--- src/rtl/core/no_triple_run_count_mod_prime_macros.svh ---
// ----------------------------------------------------------------------------
// Assertion macros for the run-free sequence counter
// Shared concurrent-check forms, clocked on i_clk and masked during reset.
// ----------------------------------------------------------------------------
`ifndef NO_TRIPLE_RUN_COUNT_MOD_PRIME_MACROS_SVH
`define NO_TRIPLE_RUN_COUNT_MOD_PRIME_MACROS_SVH

// Same-cycle implication
`define NTR_ASSERT_IMP(lbl, ante, cons, msg) \
    lbl: assert property (@(posedge i_clk) disable iff (!i_rst_n) (ante) |-> (cons)) \
        else $error(msg);

// Next-cycle implication
`define NTR_ASSERT_NXT(lbl, ante, cons, msg) \
    lbl: assert property (@(posedge i_clk) disable iff (!i_rst_n) (ante) |=> (cons)) \
        else $error(msg);

`endif

--- src/rtl/core/ntr_pkg.sv ---
// ----------------------------------------------------------------------------
// ntr_pkg
// Prime modulus, Montgomery constants and small modular helpers.
// ----------------------------------------------------------------------------
package ntr_pkg;

    localparam logic [29:0] P_MOD = 30'd1000000007;

    // -P^-1 mod 2^32 by Newton iteration
    function automatic logic [31:0] f_neg_inv();
        logic [31:0] p32;
        logic [31:0] inv;
        p32 = {2'b00, P_MOD};
        inv = p32;
        for (int i = 0; i < 5; i++) begin
            inv = inv * (32'd2 - p32 * inv);
        end
        return 32'd0 - inv;
    endfunction

    // 2^k mod P by repeated doubling
    function automatic logic [29:0] f_pow2_mod(input int k);
        logic [30:0] r;
        r = 31'd1;
        for (int i = 0; i < k; i++) begin
            r = {r[29:0], 1'b0};
            if (r >= {1'b0, P_MOD}) begin
                r = r - {1'b0, P_MOD};
            end
        end
        return r[29:0];
    endfunction

    localparam logic [31:0] P_NEG_INV = f_neg_inv();
    localparam logic [29:0] R1_MOD    = f_pow2_mod(32);
    localparam logic [29:0] R2_MOD    = f_pow2_mod(64);
    // Montgomery factor that scales a slice by 2^30
    localparam logic [29:0] MID_MONT  = f_pow2_mod(62);

    function automatic logic [29:0] f_addmod(input logic [29:0] a, input logic [29:0] b);
        logic [30:0] s;
        s = {1'b0, a} + {1'b0, b};
        if (s >= {1'b0, P_MOD}) begin
            s = s - {1'b0, P_MOD};
        end
        return s[29:0];
    endfunction

    // h * 2^60 mod P for h in 0..15, 30 bits per entry
    function automatic logic [479:0] f_hi_table();
        logic [479:0] t;
        logic [29:0]  step;
        logic [29:0]  v;
        t    = '0;
        step = f_pow2_mod(60);
        v    = 30'd0;
        for (int h = 0; h < 16; h++) begin
            t[h*30 +: 30] = v;
            v = f_addmod(v, step);
        end
        return t;
    endfunction

    localparam logic [479:0] HI_TAB = f_hi_table();

endpackage

--- src/rtl/core/ntr_modred.sv ---
// ----------------------------------------------------------------------------
// ntr_modred
// Folds the low 30 bits and the top 4 bits of a 64-bit value mod P into a
// registered result; the middle 30 bits go through the shared multiplier.
// ----------------------------------------------------------------------------
module ntr_modred
    import ntr_pkg::*;
(
    input  logic        i_clk,
    input  logic        i_go,
    input  logic [63:0] i_val,
    output logic [29:0] o_res
);

    logic [29:0] r_lo;
    logic [29:0] w_low;
    logic [8:0]  w_sel;
    logic [29:0] w_top;

    assign w_low = (i_val[29:0] >= P_MOD) ? i_val[29:0] - P_MOD : i_val[29:0];
    assign w_sel = 9'(i_val[63:60]) * 9'd30;
    assign w_top = HI_TAB[w_sel +: 30];

    always_ff @(posedge i_clk) begin
        if (i_go) begin
            r_lo <= f_addmod(w_low, w_top);
        end
    end

    assign o_res = r_lo;

endmodule

--- src/rtl/core/ntr_mulmod.sv ---
// ----------------------------------------------------------------------------
// ntr_mulmod
// Montgomery multiply mod P (R = 2^32) on one shared 32x32 multiplier.
// ----------------------------------------------------------------------------
module ntr_mulmod
    import ntr_pkg::*;
(
    input  logic        i_clk,
    input  logic        i_rst_n,
    input  logic        i_go,
    input  logic [29:0] i_a,
    input  logic [29:0] i_b,
    output logic        o_done,
    output logic [29:0] o_res
);

    typedef enum logic [4:0] {
        M_IDLE = 5'b00001,
        M_PROD = 5'b00010,
        M_QUOT = 5'b00100,
        M_FOLD = 5'b01000,
        M_SUB  = 5'b10000
    } t_mstate;

    t_mstate     r_state, n_state;
    logic [31:0] r_a, r_b;
    logic [59:0] r_t;
    logic [31:0] r_q;
    logic [30:0] r_s;
    logic [29:0] r_res;
    logic        r_done;
    logic [31:0] w_mx, w_my;
    logic [63:0] w_prod;
    logic [62:0] w_sum;

    // single shared multiplier, operands selected by step
    always_comb begin
        case (r_state)
            M_PROD: begin
                w_mx = r_a;
                w_my = r_b;
            end
            M_QUOT: begin
                w_mx = r_t[31:0];
                w_my = P_NEG_INV;
            end
            default: begin
                w_mx = r_q;
                w_my = {2'b00, P_MOD};
            end
        endcase
    end

    assign w_prod = w_mx * w_my;
    assign w_sum  = {3'b000, r_t} + w_prod[62:0];

    always_comb begin
        case (r_state)
            M_IDLE:  n_state = i_go ? M_PROD : M_IDLE;
            M_PROD:  n_state = M_QUOT;
            M_QUOT:  n_state = M_FOLD;
            M_FOLD:  n_state = M_SUB;
            M_SUB:   n_state = M_IDLE;
            default: n_state = M_IDLE;
        endcase
    end

    always_ff @(posedge i_clk) begin
        if (!i_rst_n) begin
            r_state <= M_IDLE;
            r_done  <= 1'b0;
        end else begin
            r_state <= n_state;
            r_done  <= (r_state == M_SUB);
        end
    end

    always_ff @(posedge i_clk) begin
        if (r_state == M_IDLE && i_go) begin
            r_a <= {2'b00, i_a};
            r_b <= {2'b00, i_b};
        end
        if (r_state == M_PROD) begin
            r_t <= w_prod[59:0];
        end
        if (r_state == M_QUOT) begin
            r_q <= w_prod[31:0];
        end
        if (r_state == M_FOLD) begin
            r_s <= w_sum[62:32];
        end
        if (r_state == M_SUB) begin
            r_res <= (r_s >= {1'b0, P_MOD}) ? 30'(r_s - {1'b0, P_MOD}) : r_s[29:0];
        end
    end

    assign o_done = r_done;
    assign o_res  = r_res;

endmodule

--- src/rtl/core/no_triple_run_count_mod_prime.sv ---
// ----------------------------------------------------------------------------
// no_triple_run_count_mod_prime
// Counts length-n sequences over m symbols with no run of three, mod P.
// ----------------------------------------------------------------------------
// Usage:
//   Present i_length_n and i_symbols_m with start high while busy is low; the
//   transaction is taken at that edge and busy rises. When the count is ready,
//   o_done pulses for one cycle with o_count_mod valid; busy is already low in
//   that cycle, so the next command may be taken at the edge that ends it.
//   The receiver cannot stall: the result must be captured in its strobe cycle.
// Operation:
//   Every product runs through one Montgomery multiply on the shared 32x32
//   multiplier. The middle 30 bits of m take one product; the low slice is
//   folded in by a subtraction, the top slice through a small constant table.
//   Length zero or one: o_done follows the reduction of m alone.
//   Otherwise one product converts m-1, each bit of n-1 costs a squaring of
//   the base plus a product into the accumulator when the bit is set, and a
//   last product scales by m. A new transaction is taken only once the last
//   one has returned its result.
// Reset:
//   Synchronous active-low reset returns to idle and drops any pending work.
// ----------------------------------------------------------------------------
`include "no_triple_run_count_mod_prime_macros.svh"

module no_triple_run_count_mod_prime
    import ntr_pkg::*;
(
    input  logic        i_clk,
    input  logic        i_rst_n,
    input  logic        start,
    output logic        busy,
    input  logic [63:0] i_length_n,
    input  logic [63:0] i_symbols_m,
    output logic        o_done,
    output logic [29:0] o_count_mod
);

    typedef enum logic [5:0] {
        S_IDLE = 6'b000001,
        S_RED  = 6'b000010,
        S_CONV = 6'b000100,
        S_CHK  = 6'b001000,
        S_MUL  = 6'b010000,
        S_FIN  = 6'b100000
    } t_state;

    t_state      r_state, n_state;
    logic [63:0] r_n, n_n;
    logic [63:0] r_e, n_e;
    logic [29:0] r_m, n_m;
    logic [29:0] r_acc  [4];
    logic [29:0] n_acc  [4];
    logic [29:0] r_base [4];
    logic [29:0] n_base [4];
    logic [29:0] r_tmp  [4];
    logic [29:0] n_tmp  [4];
    logic [29:0] r_part, n_part;
    logic [2:0]  r_k, n_k;
    logic        r_sq, n_sq;
    logic        r_go, n_go;
    logic [29:0] r_opa, n_opa;
    logic [29:0] r_opb, n_opb;
    logic        r_done, n_done;
    logic [29:0] r_count, n_count;

    logic        w_red_go;
    logic [29:0] w_red_res;
    logic        w_mul_done;
    logic [29:0] w_mul_res;
    logic [29:0] w_msum;
    logic [29:0] w_mm1;

    assign w_red_go = start && (r_state == S_IDLE);
    assign w_msum   = f_addmod(w_red_res, w_mul_res);
    assign w_mm1    = (w_msum == 30'd0) ? P_MOD - 30'd1 : w_msum - 30'd1;

    ntr_modred u_modred (
        .i_clk   (i_clk),
        .i_go    (w_red_go),
        .i_val   (i_symbols_m),
        .o_res   (w_red_res)
    );

    ntr_mulmod u_mulmod (
        .i_clk   (i_clk),
        .i_rst_n (i_rst_n),
        .i_go    (r_go),
        .i_a     (r_opa),
        .i_b     (r_opb),
        .o_done  (w_mul_done),
        .o_res   (w_mul_res)
    );

    always_comb begin
        n_state = r_state;
        n_n     = r_n;
        n_e     = r_e;
        n_m     = r_m;
        n_acc   = r_acc;
        n_base  = r_base;
        n_tmp   = r_tmp;
        n_part  = r_part;
        n_k     = r_k;
        n_sq    = r_sq;
        n_go    = 1'b0;
        n_opa   = r_opa;
        n_opb   = r_opb;
        n_done  = 1'b0;
        n_count = r_count;

        case (r_state)
            S_IDLE: begin
                if (start) begin
                    n_n     = i_length_n;
                    // middle slice of m times 2^30 through the multiplier
                    n_opa   = i_symbols_m[59:30];
                    n_opb   = MID_MONT;
                    n_go    = 1'b1;
                    n_state = S_RED;
                end
            end
            S_RED: begin
                if (w_mul_done) begin
                    n_m = w_msum;
                    if (r_n == 64'd0) begin
                        n_count = 30'd1;
                        n_done  = 1'b1;
                        n_state = S_IDLE;
                    end else if (r_n == 64'd1) begin
                        n_count = w_msum;
                        n_done  = 1'b1;
                        n_state = S_IDLE;
                    end else begin
                        // bring m-1 into Montgomery form
                        n_opa   = w_mm1;
                        n_opb   = R2_MOD;
                        n_go    = 1'b1;
                        n_state = S_CONV;
                    end
                end
            end
            S_CONV: begin
                if (w_mul_done) begin
                    n_base[0] = 30'd0;
                    n_base[1] = R1_MOD;
                    n_base[2] = w_mul_res;
                    n_base[3] = w_mul_res;
                    n_acc[0]  = R1_MOD;
                    n_acc[1]  = 30'd0;
                    n_acc[2]  = 30'd0;
                    n_acc[3]  = R1_MOD;
                    n_e       = r_n - 64'd1;
                    n_state   = S_CHK;
                end
            end
            S_CHK: begin
                if (r_e == 64'd0) begin
                    // plain m times Montgomery sum leaves the plain product
                    n_opa   = f_addmod(r_acc[1], r_acc[3]);
                    n_opb   = r_m;
                    n_go    = 1'b1;
                    n_state = S_FIN;
                end else begin
                    n_k     = 3'd0;
                    n_sq    = !r_e[0];
                    n_go    = 1'b1;
                    n_state = S_MUL;
                end
            end
            S_MUL: begin
                if (w_mul_done) begin
                    if (!r_k[0]) begin
                        n_part = w_mul_res;
                    end else begin
                        n_tmp[r_k[2:1]] = f_addmod(r_part, w_mul_res);
                    end
                    if (r_k == 3'd7) begin
                        if (r_sq) begin
                            n_base  = n_tmp;
                            n_e     = {1'b0, r_e[63:1]};
                            n_state = S_CHK;
                        end else begin
                            // acc updated; square the base next
                            n_acc = n_tmp;
                            n_sq  = 1'b1;
                            n_k   = 3'd0;
                            n_go  = 1'b1;
                        end
                    end else begin
                        n_k  = r_k + 3'd1;
                        n_go = 1'b1;
                    end
                end
            end
            S_FIN: begin
                if (w_mul_done) begin
                    n_count = w_mul_res;
                    n_done  = 1'b1;
                    n_state = S_IDLE;
                end
            end
            default: n_state = S_IDLE;
        endcase

        // matrix product operands: x[i][t] * base[t][j], k = {i, j, t}
        if (n_go && n_state == S_MUL) begin
            n_opa = n_sq ? r_base[{n_k[2], n_k[0]}] : r_acc[{n_k[2], n_k[0]}];
            n_opb = r_base[{n_k[0], n_k[1]}];
        end
    end

    always_ff @(posedge i_clk) begin
        if (!i_rst_n) begin
            r_state <= S_IDLE;
            r_go    <= 1'b0;
            r_done  <= 1'b0;
        end else begin
            r_state <= n_state;
            r_go    <= n_go;
            r_done  <= n_done;
        end
    end

    always_ff @(posedge i_clk) begin
        r_n     <= n_n;
        r_e     <= n_e;
        r_m     <= n_m;
        r_acc   <= n_acc;
        r_base  <= n_base;
        r_tmp   <= n_tmp;
        r_part  <= n_part;
        r_k     <= n_k;
        r_sq    <= n_sq;
        r_opa   <= n_opa;
        r_opb   <= n_opb;
        r_count <= n_count;
    end

    assign busy        = (r_state != S_IDLE);
    assign o_done      = r_done;
    assign o_count_mod = r_count;

    `NTR_ASSERT_NXT(a_accept_busy, start && !busy, busy, "accepted transaction did not raise busy")
    `NTR_ASSERT_IMP(a_done_idle, o_done, !busy, "result strobe while busy")
    `NTR_ASSERT_IMP(a_count_range, o_done, o_count_mod < P_MOD, "result not reduced mod P")
    `NTR_ASSERT_IMP(a_go_in_work, r_go, busy, "multiply started while idle")

endmodule

--- config.mk ---
export PLATFORM = sky130hd
export DESIGN_NAME = no_triple_run_count_mod_prime
export DESIGN_NICKNAME = d
export VERILOG_FILES = /design/src/rtl/core/ntr_pkg.sv /design/src/rtl/core/ntr_modred.sv /design/src/rtl/core/ntr_mulmod.sv /design/src/rtl/core/no_triple_run_count_mod_prime.sv
export VERILOG_INCLUDE_DIRS = /design/src /design/src/rtl/core
export SDC_FILE = /design/constraint.sdc
export NUM_CORES = 2
export LEC_CHECK = 0
export ABC_AREA = 1
export BUFFER_PORTS_ARGS = -buffer_cell sky130_fd_sc_hd__buf_2
export CORE_MARGIN = 8
export CORE_UTILIZATION = 43
export CTS_CLUSTER_SIZE = 24
export DETAILED_ROUTE_END_ITERATION = 16
export PLACE_DENSITY = 0.67
export SLEW_MARGIN = 20
export SYNTH_ARGS = -nofsm -noshare
export SYNTH_HDL_FRONTEND = slang
export SYNTH_SLANG_ARGS = --single-unit
--- constraint.sdc ---
create_clock -name i_clk -period 31.2 [get_ports i_clk]
set_clock_uncertainty 0.15 [all_clocks]
set_input_delay 4.68 -clock i_clk [delete_from_list [all_inputs] [get_ports i_clk]]
set_output_delay 4.68 -clock i_clk [all_outputs]
set_load 0.005 [all_outputs]
==> impl_results.md <==
- Die Y: 469.3 um
- Clock Sinks: ~900
- Most frequent cell after synthesis: nand2_1
- # setup viols final: 0
- Power Density: between 70 and 80 nW/um^2
- Post-Syn Area per Cell: 8.218 sq um
- Fmax: roughly 0.074 GHz
- Pin count of the biggest net entering global routing: 100
- Slowest stage cell, crit path: clkinv_2
- CTS clk-pin slew, worst paths: about 0.060 ns
- Synth top cells by count: 2354 x nand2_1, 1844 x inv_1, 1336 x nor2_1
- Gr usage total: between 20% and 30%
- CTS root buffer: clkbuf_16
- Peak VDD IR: 0.0001210 V
- IO Count: about 160
- Initial Utilization: 43.23%
- Crit-path max cell delay: 0.81 ns
- Seq pwr share: between 20% and 30%
- Top-area cell type share of the netlist area: 29.94%
- CTS resizes: 0
- CP max FO: 57
- RSZ-0062 raised after global routing: no
- Outcome: finished, final reports clean
- HP Start: r_opb[26]
- Reg-to-reg endpoint: u_mulmod.r_s[30]
- Final Slew Violations: 0
- First-pass GRT wire length: 467500 um
- Via count: 75130
- Final wirelength: 311500 um
- Die area: 220200 sq um
- CTS Hold Buffers Added: 0
- Leakage power: roughly 44 nW
- Core area: slightly above 200000 sq um
- Worst EP required: 31.49 ns
- Most used cell, CP: nand2_1
- Worst-case reg-to-reg path depth: 48
- Final worst path period need: 13.56 ns
- Via-to-Cell Ratio: 5.536
- Design Power: 7.116 mW
- WL per Instance: 22.95 um
- Post-route DRC violation count: 0
- Dpl hpwl: about 250000 um
- Sequential share of the synthesized area: 30.35%
- Yosys top cell by area: edfxtp_1
- Top_reg_cell synth: edfxtp_1
- Post-synth EDFFs: ~880
- RR Startpoint: u_mulmod.r_state[3]
- Gr ovfl total: 0
- Flop-to-flop setup slack: between 15 and 20 ns
- Hold depth: 0
- Logic pwr share: 61.1%
- Psw: roughly 3.5 mW
- Int Pwr: approximately 3.6 mW
- Number of CTS-inserted buffers: 95
- Final ANT Viol Nets: 0
- Initial antenna violation count: 11
- H-tree level count: 3
- Post-synthesis cell area: 88350 sq um
- M3 GR Usage: under 10%
- Worst skew pair latency: ~0.7 ns
- Maxcap violations: 0
- Unique masters post-synth: 69
- Final critical-path share of the clock period: 43.46%
- Synth-to-Final Area Change: 8.184%
- Relative slew margins: 24.59%
- # rows: about 170
- Worst-Margin Slew: between 1 and 1.5 ns
- Kind of critical path: flip-flop to flip-flop
- Met1 Use GR: a little over a third
- Clock Path Buffers: 3
- DRT Pass-1 Iters: 6
- Final Hold Vio Count: 0
- Ys async rst share: 0%
- First DRT Iteration DRCs: 7810
- Setup TNS Final: 0 ns
- Critical path startpoint category: flip-flop
- Setup crit end kind: flip-flop
- WHS Endpoint: u_mulmod.r_b[26]
- Most used routing layer: met2
- Met2 usage: 44.25%
- Register bit total from synthesis: ~900
- Worst min path class: flip-flop to flip-flop
- Synth area leaders: edfxtp_1 30%, fa_1 20%, nand2_1 10%
- Layout Nets: ~12000
- Post-CTS Repair Setup Buffers: 0
- Cells after Synth: around 11000
- Port bufs: around 160
- Clk pwr share: between 10% and 20%
- Switching share of power: between 40% and 50%
- Crit path arrival time: 13.85 ns
- CTS tree: done
- Vias in the first global route: approximately 76000
- Die width: 469.3 um
- Share of cells above drive strength 1: under 10%
- Gpl congestion: ~0.98
- Warning count from the yosys run: 0
[power by group through the flow]
stage	logic [mW]	clock network (mW)	registers [mW]
5_1_grt	4.78	1.23	1.59
3_5_place_dp	4.21	0	1.62
3_3_place_gp	4.27	0	1.62
4_1_cts	4.28	1.19	1.59
2_1_floorplan	2.90	0	1.61
6_report	4.35	1.17	1.59
[final cells by class]
type | count | area [sq um]
clock inverters | 56 | 639.4
well taps | 2688 | 3363
diodes | 5 | 12.51
inverters | 1897 | 7127
fillers | 19850 | 108800
repair buffers | 293 | 1798
flip-flops and latches | 899 | 26820
clock buffers | 115 | 2525
multi-input cells | 7617 | 53300
[state kept, by name (all words and copies together), names as in the netlist, 31 cells and up]
signal	cells
u_mulmod.r_t	60
r_tmp	120
r_n	64
u_mulmod.r_q	32
u_mulmod.r_s	31
r_e	64
r_acc	120
r_base	120
[metal layers]
metal  routed length (um)  vias up
li1                     -    34300
met1               122200    36310
met2               140600     3694
met3                27970      818
met4                20600        2
met5                   12        -
[how the worst max path moves through the flow]
| stage | start | end | slack (ns) | depth (start not counted) |
|---|---|---|---|---|
| 2_1_floorplan | r_state[0] | r_acc[0] | 18.08 | 5 |
| 3_3_place_gp | u_mulmod.r_state[3] | u_mulmod.r_s[30] | 17.64 | 48 |
| 3_5_place_dp | u_mulmod.r_state[3] | u_mulmod.r_s[30] | 17.79 | 48 |
| 4_1_cts | u_mulmod.r_state[3] | u_mulmod.r_s[30] | 17.75 | 48 |
| 5_1_grt | u_mulmod.r_state[3] | u_mulmod.r_s[30] | 16.76 | 48 |
| 6_report | u_mulmod.r_state[3] | u_mulmod.r_s[30] | 17.64 | 48 |
[worst max-delay path: cells and delay by family (launching register included)]
| family | cells | cell delay, ns |
|---|---|---|
| AND/OR/NAND/NOR | 14 | 2.18 |
| buffers and inverters | 9 | 2.59 |
| flip-flops | 1 | 0.33 |
| adder cells (fa/ha/maj) | 10 | 4.31 |
| AO/OA/AOI/OAI | 14 | 3.54 |
| XOR/XNOR | 1 | 0.16 |
[cell usage in the layout (no fill, tap or decap), types with 221 or more instances in the layout]
cell      Yosys  final
edfxtp_1    881    881
xor2_1      221    221
ha_1        480    480
nor2_1     1336   1328
o21ai_0     378    372
fa_1        868    868
a21oi_1     491    473
nand3_1     502    499
nand2_1    2354   2352
inv_1      1844   1836
[through the flow]
step / instance area, sq um / hold WS, ns / instances / utilization, % / worst slack [ns]
after floorplan: 88380 / 0.2503 / 10760 / - / 18.08
final: 95580 / 0.2587 / 13570 / 46.77 / 17.64
after global routing: 95570 / 0.2571 / 13570 / 46.76 / 16.76
after detailed placement: 92400 / 0.2545 / 13390 / 45.21 / 17.79
after global placement: 92400 / 0.2532 / 13390 / 45.21 / 17.64
after CTS: 95560 / 0.2401 / 13570 / 46.76 / 17.75
[kinds of logic after synthesis]
| logic type | share of synthesized area (%) |
|---|---|
| and+or+nand+nor | 22.01 |
| muxes | 0.1275 |
| adders and majority gates | 26.47 |
| DFF | 30.35 |
| AOI/OAI and AO/OA | 8.088 |
| other | 0.008501 |
| buffers and inverters | 9.636 |
| xor gates and xnor gates | 3.314 |
No activity file was read; power rests on OpenSTA's default activity.
